<file path="config.mk">
export PLATFORM = sky130hd
export DESIGN_NAME = next_greater_distance_stack
export DESIGN_NICKNAME = d
export VERILOG_FILES = /design/src/rtl/ngd_pkg.sv /design/src/rtl/ngd_cell.sv /design/src/rtl/next_greater_distance_stack.sv
export VERILOG_INCLUDE_DIRS = /design/src /design/src/rtl
export SDC_FILE = /design/constraint.sdc
export NUM_CORES = 2
export LEC_CHECK = 0
export BUFFER_PORTS_ARGS = -buffer_cell sky130_fd_sc_hd__buf_2
export CELL_PAD_IN_SITES_DETAIL_PLACEMENT = 1
export CELL_PAD_IN_SITES_GLOBAL_PLACEMENT = 2
export CORE_ASPECT_RATIO = 1.75
export CORE_MARGIN = 2
export CORE_UTILIZATION = 45
export DETAILED_ROUTE_END_ITERATION = 7
export PLACE_DENSITY = 0.71
export SYNTH_ARGS = -nofsm -noshare
export SYNTH_HDL_FRONTEND = slang
export SYNTH_SLANG_ARGS = --single-unit
</file>
<file path="constraint.sdc">
create_clock -name clk_i -period 61.1 [get_ports clk_i]
set_input_delay 12.22 -clock clk_i [delete_from_list [all_inputs] [get_ports clk_i]]
set_output_delay 12.22 -clock clk_i [all_outputs]
set_load 0.005 [all_outputs]
</file>
<file path="src/rtl/next_greater_distance_stack_macros.svh">
// assertion macros for the next greater distance stack
`ifndef NEXT_GREATER_DISTANCE_STACK_MACROS_SVH
`define NEXT_GREATER_DISTANCE_STACK_MACROS_SVH

`ifndef NO_ASSERTIONS

// property checked on every clock edge outside reset
`define NGD_ASSERT(label, prop) \
  label: assert property (@(posedge clk_i) disable iff (!rst_ni) (prop)) \
    else $error("next_greater_distance_stack: assertion failed");

// combinational condition that must never hold outside reset
`define NGD_ASSERT_NEVER(label, expr) \
  label: assert property (@(posedge clk_i) disable iff (!rst_ni) !(expr)) \
    else $error("next_greater_distance_stack: forbidden condition seen");

`else

`define NGD_ASSERT(label, prop)
`define NGD_ASSERT_NEVER(label, expr)

`endif

`endif

</file>
<file path="src/rtl/ngd_pkg.sv">
// shared types for the next greater distance stack
package ngd_pkg;

  localparam int unsigned DataW = 16;

  // one stack entry held by a cell
  typedef struct packed {
    logic                    valid;
    logic [DataW-1:0]        idx;
    logic signed [DataW-1:0] val;
  } ngd_entry_t;

  // operation broadcast to every cell of the chain
  typedef enum logic [1:0] {
    OP_HOLD,
    OP_PUSH,
    OP_POP,
    OP_CLEAR
  } ngd_op_e;

  // sequencer states
  typedef enum logic {
    ST_IDLE,
    ST_RUN
  } ngd_state_e;

endpackage

</file>
<file path="src/rtl/ngd_cell.sv">
// one stack cell: holds an entry, shifts down on push and up on pop
module ngd_cell
  import ngd_pkg::*;
(
  input  logic       clk_i,
  input  logic       rst_ni,
  input  ngd_op_e    op_i,
  input  ngd_entry_t above_i,
  input  ngd_entry_t below_i,
  output ngd_entry_t entry_o
);

  logic             valid_q, valid_d;
  logic [DataW-1:0] idx_q, idx_d;
  logic [DataW-1:0] val_q, val_d;
  logic             load;

  // next entry from the chain operation
  always_comb begin
    valid_d = valid_q;
    idx_d   = idx_q;
    val_d   = val_q;
    load    = 1'b0;
    case (op_i)
      OP_PUSH: begin
        valid_d = above_i.valid;
        idx_d   = above_i.idx;
        val_d   = above_i.val;
        load    = 1'b1;
      end
      OP_POP: begin
        valid_d = below_i.valid;
        idx_d   = below_i.idx;
        val_d   = below_i.val;
        load    = 1'b1;
      end
      OP_CLEAR: begin
        valid_d = 1'b0;
      end
      default: begin
        valid_d = valid_q;
      end
    endcase
  end

  // valid bit
  always_ff @(posedge clk_i or negedge rst_ni) begin
    if (!rst_ni) begin
      valid_q <= 1'b0;
    end else begin
      valid_q <= valid_d;
    end
  end

  // payload
  always_ff @(posedge clk_i) begin
    if (load) begin
      idx_q <= idx_d;
      val_q <= val_d;
    end
  end

  assign entry_o.valid = valid_q;
  assign entry_o.idx   = idx_q;
  assign entry_o.val   = val_q;

endmodule

</file>
<file path="src/rtl/next_greater_distance_stack.sv">
// next greater distance stack: top level with sequencer and cell chain
//
//  channel | valid        | ready        | payload
//  --------+--------------+--------------+----------------------------------------------
//  input   | in_valid_i   | in_ready_o   | sample_value_i, end_of_sequence_i
//  output  | out_valid_o  | out_ready_i  | day_index_o, wait_days_o, last_of_run_o,
//          |              |              | overflow_seen_o
//
// an item is accepted, then pops its entries one at a time through the top cell
// of the chain, and then pushes the new sample
// each pop needs a free output register, so a stalled output holds the pops
// reset empties the chain, clears the day counter and the overflow flag
// an item with end_of_sequence clears the chain instead of pushing

`include "next_greater_distance_stack_macros.svh"

module next_greater_distance_stack
  import ngd_pkg::*;
#(
  parameter int unsigned STACK_DEPTH = 64
) (
  input  logic                    clk_i,
  input  logic                    rst_ni,
  input  logic                    in_valid_i,
  output logic                    in_ready_o,
  input  logic signed [DataW-1:0] sample_value_i,
  input  logic                    end_of_sequence_i,
  output logic                    out_valid_o,
  input  logic                    out_ready_i,
  output logic [DataW-1:0]        day_index_o,
  output logic [DataW-1:0]        wait_days_o,
  output logic                    last_of_run_o,
  output logic                    overflow_seen_o
);

  localparam logic [DataW-1:0] DayMax = '1;

  ngd_state_e              state_q, state_d;
  ngd_op_e                 op;
  ngd_entry_t              stack [STACK_DEPTH];
  ngd_entry_t              new_entry;
  ngd_entry_t              empty_entry;

  logic signed [DataW-1:0] sample_q;
  logic                    eos_q;
  logic [DataW-1:0]        day_q, day_d;
  logic                    flag_q, flag_d;
  logic                    flag_in_q;

  logic                    out_valid_q, out_valid_d;
  logic [DataW-1:0]        out_idx_q;
  logic [DataW-1:0]        out_wait_q;
  logic                    out_last_q;
  logic                    out_flag_q;

  logic                    in_fire;
  logic                    out_free;
  logic                    top_pops;
  logic                    next_pops;
  logic                    emit;

  assign in_fire  = in_valid_i && in_ready_o;
  assign out_free = !out_valid_q || out_ready_i;

  // compares against the two top cells
  assign top_pops  = stack[0].valid && (stack[0].val < sample_q);
  assign next_pops = stack[1].valid && (stack[1].val < sample_q);

  assign new_entry.valid   = 1'b1;
  assign new_entry.idx     = day_q;
  assign new_entry.val     = sample_q;
  assign empty_entry       = '0;

  // sequencer: next state and chain operation
  always_comb begin
    state_d     = state_q;
    op          = OP_HOLD;
    emit        = 1'b0;
    day_d       = day_q;
    flag_d      = flag_q;
    out_valid_d = out_valid_q && !out_ready_i;
    in_ready_o  = 1'b0;
    case (state_q)
      ST_IDLE: begin
        in_ready_o = 1'b1;
        if (in_valid_i) begin
          state_d = ST_RUN;
        end
      end
      ST_RUN: begin
        if (top_pops) begin
          if (out_free) begin
            op          = OP_POP;
            emit        = 1'b1;
            out_valid_d = 1'b1;
          end
        end else begin
          state_d = ST_IDLE;
          if (eos_q) begin
            op     = OP_CLEAR;
            day_d  = '0;
            flag_d = 1'b0;
          end else begin
            op = OP_PUSH;
            if (stack[STACK_DEPTH-1].valid) begin
              flag_d = 1'b1;
            end
            if (day_q == DayMax) begin
              flag_d = 1'b1;
            end else begin
              day_d = day_q + 1'b1;
            end
          end
        end
      end
      default: begin
        state_d = ST_IDLE;
      end
    endcase
  end

  // control registers
  always_ff @(posedge clk_i or negedge rst_ni) begin
    if (!rst_ni) begin
      state_q     <= ST_IDLE;
      day_q       <= '0;
      flag_q      <= 1'b0;
      out_valid_q <= 1'b0;
    end else begin
      state_q     <= state_d;
      day_q       <= day_d;
      flag_q      <= flag_d;
      out_valid_q <= out_valid_d;
    end
  end

  // captured input word
  always_ff @(posedge clk_i) begin
    if (in_fire) begin
      sample_q  <= sample_value_i;
      eos_q     <= end_of_sequence_i;
      flag_in_q <= flag_q;
    end
  end

  // output word register
  always_ff @(posedge clk_i) begin
    if (emit) begin
      out_idx_q  <= stack[0].idx;
      out_wait_q <= day_q - stack[0].idx;
      out_last_q <= !next_pops;
      out_flag_q <= flag_in_q;
    end
  end

  // chain of stack cells, cell 0 is the top
  for (genvar i = 0; i < STACK_DEPTH; i++) begin : g_cell
    ngd_cell u_cell (
      .clk_i   (clk_i),
      .rst_ni  (rst_ni),
      .op_i    (op),
      .above_i ((i == 0) ? new_entry : stack[(i == 0) ? 0 : i-1]),
      .below_i ((i == STACK_DEPTH-1) ? empty_entry
                                     : stack[(i == STACK_DEPTH-1) ? i : i+1]),
      .entry_o (stack[i])
    );
  end

  assign out_valid_o     = out_valid_q;
  assign day_index_o     = out_idx_q;
  assign wait_days_o     = out_wait_q;
  assign last_of_run_o   = out_last_q;
  assign overflow_seen_o = out_flag_q;

  // occupied cells stay packed against the top
  `NGD_ASSERT_NEVER(a_packed, stack[1].valid && !stack[0].valid)
  // a zero distance only after the day counter saturated or the chain overflowed
  `NGD_ASSERT(a_wait_nonzero, out_valid_o |-> (wait_days_o != '0 || overflow_seen_o))
  // end of sequence leaves an empty chain and a cleared counter
  `NGD_ASSERT(a_eos_clear, (op == OP_CLEAR) |=> (!stack[0].valid && day_q == '0 && !flag_q))
  // a pop never overwrites a word still waiting at the output
  `NGD_ASSERT_NEVER(a_no_overrun, emit && out_valid_q && !out_ready_i)

endmodule
</file>
==> out/summary.txt <==
Synthesized netlist cell count: 5,107
Share of the synthesized area in the top cell type: 68.2%
Clock Skew: 0.0445 ns
Aggregate negative setup slack: 0 ns
Wire length of the first global-routing pass: 249 mm
Part of the cycle the worst path needs: 29.7%
Critical-path maximum fanout: 87
Largest area contributor in the synthesized netlist: edfxtp_1
Share of cell area taken by muxes after synthesis: 24.2%
Drt pass-1 iters: 5
CP cell instances: buf_2 -> nand2b_1 -> mux2i_1 -> nor2_1 -> ha_4 -> buf_4 -> buf_4 -> buf_4 -> buf_4 -> buf_4 -> mux2_2
Critical path data arrival time: 18.72 ns
Post-cts resize count: 0
Number of remaining DRC errors: 0
Async set or reset register ratio after synthesis: 3.80%
Synthesized Nets: 5,179
Max-cap violation count: 0
Total clock sinks: 2,183
Top area cells in the synthesized netlist: edfxtp_1 (68%), mux2_2 (24%), dfrtp_1 (2.2%), clkbuf_1 (1.0%), ha_1 (0.68%)
Average detailed-routed wire length per instance: 18.7 um
Clock root buffer master: clkbuf_16
Run status: finished clean
Fin nets: 5,224
Initial cell density of the core: 45.1%
Number of global-route vias before repair: 46.4k
Count of unique library cells instantiated by Yosys: 59
Required time of the worst setup path: 61.66 ns
Crit-path max cell delay: 0.97 ns
Max Fclk: 0.0551 GHz
Ratio of routed vias to standard cells: 5.30
Time the worst path needs with I/O delays and setup: 18.16 ns
Antenna viol nets, final: 0
Worst setup path class: input port to register
Endpoint kind of the worst setup timing path: register
DR vias: 42.2k
Final number of setup-violating endpoints: 0
Drt initial violations: 2,595
Count of buffers from port buffering: 56
Post-synthesis compound-gate area fraction: 1.52%
CTS buffer count: 205
Yosys synthesis warning count: 0
Average cell area after synthesis: 18.1 um2
Cell type of the slowest stage on the worst timing path: buf_4
Die Y: 604 um
Sequential cell area fraction in the yosys report: 70.5%
Detailed Route WL: 149 mm
Largest net degree at the start of global routing: 190
Worst setup SP type: input port
Top-level port count: 57
Clock tree buffer depth: 4
Number of synthesized register bits: 2,183
Dominant combinational cell family by area after synthesis: multiplexers
Hold violation count in the final report: 0
Detail Placement HPWL: 87.7 mm
Max-slew violation count: 0
Die area: 0.209 mm2
Global Route Usage Sum: 14.2%
Setup repair after global routing missed its margin: false
Final Wtd Congestion: 0.714
Cell mode on critical path: buf_4
Site row count: 220
Area delta synth->final: 10.1%
EDFF count, synth: 2,100
Setup Fix Bufs, Post-CTS: 0
# fillers: 18.8k
Maximum level of the CTS H-tree: 4
Fraction of final layout cells sized beyond drive strength 1: 44.7%
Primary FF master, synth: edfxtp_1
Clock latency reported for the late side of the worst-skew pair: 0.83 ns
Antenna violations before repair: 6
Hold Crit Class: register to register
Clock edge transition at the registers on the reported setup and hold paths: 0.06 ns
Combined area of all synthesized cells: 0.0924 mm2
Hold-fix buffers at CTS: 0
Core footprint: 0.205 mm2
Transition time of the tightest slew-check pin: 1.22 ns
Simple-Gate Fraction of Synth Area: 1.70%
Clock tree from TritonCTS: built
Remaining Overflow, GRT: 0
Worst slew margin relative to its limit: 18.5%
Die X-Extent: 347 um
Post-synthesis xor/xnor area fraction: 0.0948%
Post-synthesis share of cell area spent on full adders, half adders and majority gates: 0.698%
## final cells by class
type                            instances  area [um2]  area share [%]
Sequential cell                      2183       65100            64.0
Multi-Input combinational cell       2605       26100            25.7
Clock buffer                          255        5400            5.31
Tap cell                             2664        3330            3.28
Clock inverter                        110         815           0.801
Timing Repair Buffer                  110         738           0.726
Inverter                               47         184           0.181
Antenna cell                            1        2.50         0.00246
## per-layer routing
| layer | routed length (um) | GRT usage, % | share of wire [%] | up-vias |
|---|---|---|---|---|
| met5 | 0 | 0 | 0 | - |
| met4 | 3840 | 4.37 | 2.6 | 0 |
| met3 | 3650 | 1.84 | 2.4 | 246 |
| met2 | 76100 | 24.5 | 51 | 370 |
| met1 | 65700 | 18.5 | 44 | 21509 |
| li1 | - | - | - | 20124 |
## critical path, delay by kind of cell
kind,cells,cell delay [ns]
adder cells (fa/ha/maj),1,0.82
multiplexers,2,0.53
buffers and inverters,6,4.42
AND/OR/NAND/NOR,2,0.51
## stage by stage
step | hold slack (ns) | instance area [um2] | utilization (%) | setup WS (ns) | std cells
finish | 0.456 | 102000 | 49.7 | 42.94 | 7975
global route | 0.465 | 102000 | 49.7 | 42.33 | 7975
CTS | 0.450 | 102000 | 49.7 | 42.89 | 7974
detailed placement | 0.426 | 95500 | 46.6 | 41.99 | 7609
global placement | 0.436 | 95500 | 46.6 | 42.13 | 7609
floorplan | 0.400 | 92400 | - | 6.33 | 5107
## worst paths after layout
check                      slack, ns                       from  cells past startpoint                          to
min in group asynchronous      11.29                     rst_ni                      1                     state_q
hold reg to reg                 0.46  g_cell[0].u_cell.idx_q[7]                      0              day_index_o[7]
setup / recovery               42.94                out_ready_i                     11  g_cell[21].u_cell.val_q[6]
max in group asynchronous      48.63                     rst_ni                      2    g_cell[7].u_cell.valid_q
hold / removal                  0.46  g_cell[0].u_cell.idx_q[7]                      0              day_index_o[7]
setup reg to reg               52.52               sample_q[14]                     16  g_cell[21].u_cell.val_q[6]
## flip-flops by register name, indices dropped and copies added, names as in the netlist
register	count
eos_q	1
flag_q	1
out_valid_o	1
overflow_seen_o	1
g_cell.u_cell.valid_q	64
sample_q	16
state_q	1
g_cell.u_cell.val_q	1024
day_q	16
last_of_run_o	1
wait_days_o	16
day_index_o	16
g_cell.u_cell.idx_q	1024
flag_in_q	1
## layout by cell type, fill, tap and decap left out, types with 47 or more instances in the layout
cell       Yosys  final
edfxtp_1    2100   2100
mux2_2      1983   1983
clkbuf_16      0    209
nand2_1      126    126
o21ai_0      109    109
a21oi_1       86     86
dfrtp_1       83     83
and3_1        69     68
buf_2          5     55
clkinv_1       0     51
buf_4          0     51
ha_1          50     47
## logic make-up (layout without fill, tap and decap cells)
logic type | Yosys count | count (layout)
mux | 1986 | 1986
simple gates | 311 | 311
xor+xnor | 10 | 10
flops | 2183 | 2183
buf+inv | 319 | 522
compound gates | 247 | 247
other cells | 0 | 1
fa+ha+maj | 51 | 51
## cell usage after synthesis (2+ instances only)
| cell type | instances |
|---|---|
| clkbuf_1 | 256 |
| nor3_1 | 8 |
| buf_1 | 9 |
| nand2b_1 | 6 |
| a311o_1 | 5 |
| o2111ai_1 | 2 |
| dfrtp_1 | 83 |
| a211o_1 | 2 |
| or3_1 | 3 |
| a21oi_1 | 86 |
| or4_1 | 2 |
| a2bb2oi_1 | 2 |
| nor2_1 | 25 |
| or2_2 | 2 |
| inv_1 | 47 |
| xor2_1 | 3 |
| ha_1 | 50 |
| nand4_1 | 6 |
| a21o_1 | 5 |
| buf_2 | 5 |
| o21bai_1 | 2 |
| and2_1 | 4 |
| nor4_1 | 8 |
| and3_1 | 69 |
| nand3_1 | 9 |
| a22o_1 | 2 |
| nor2b_1 | 37 |
| mux2_2 | 1983 |
| o22a_1 | 2 |
| o31a_1 | 3 |
| mux2i_1 | 3 |
| xnor2_1 | 7 |
| o221ai_1 | 2 |
| o21ai_0 | 109 |
| a31oi_1 | 5 |
| nand2_1 | 126 |
| o21a_1 | 4 |
| edfxtp_1 | 2100 |
| a211oi_1 | 3 |
| o31ai_1 | 3 |
Power is not shown: default switching activity piles up to over one toggle a cycle in this logic, so the estimate is an artifact.
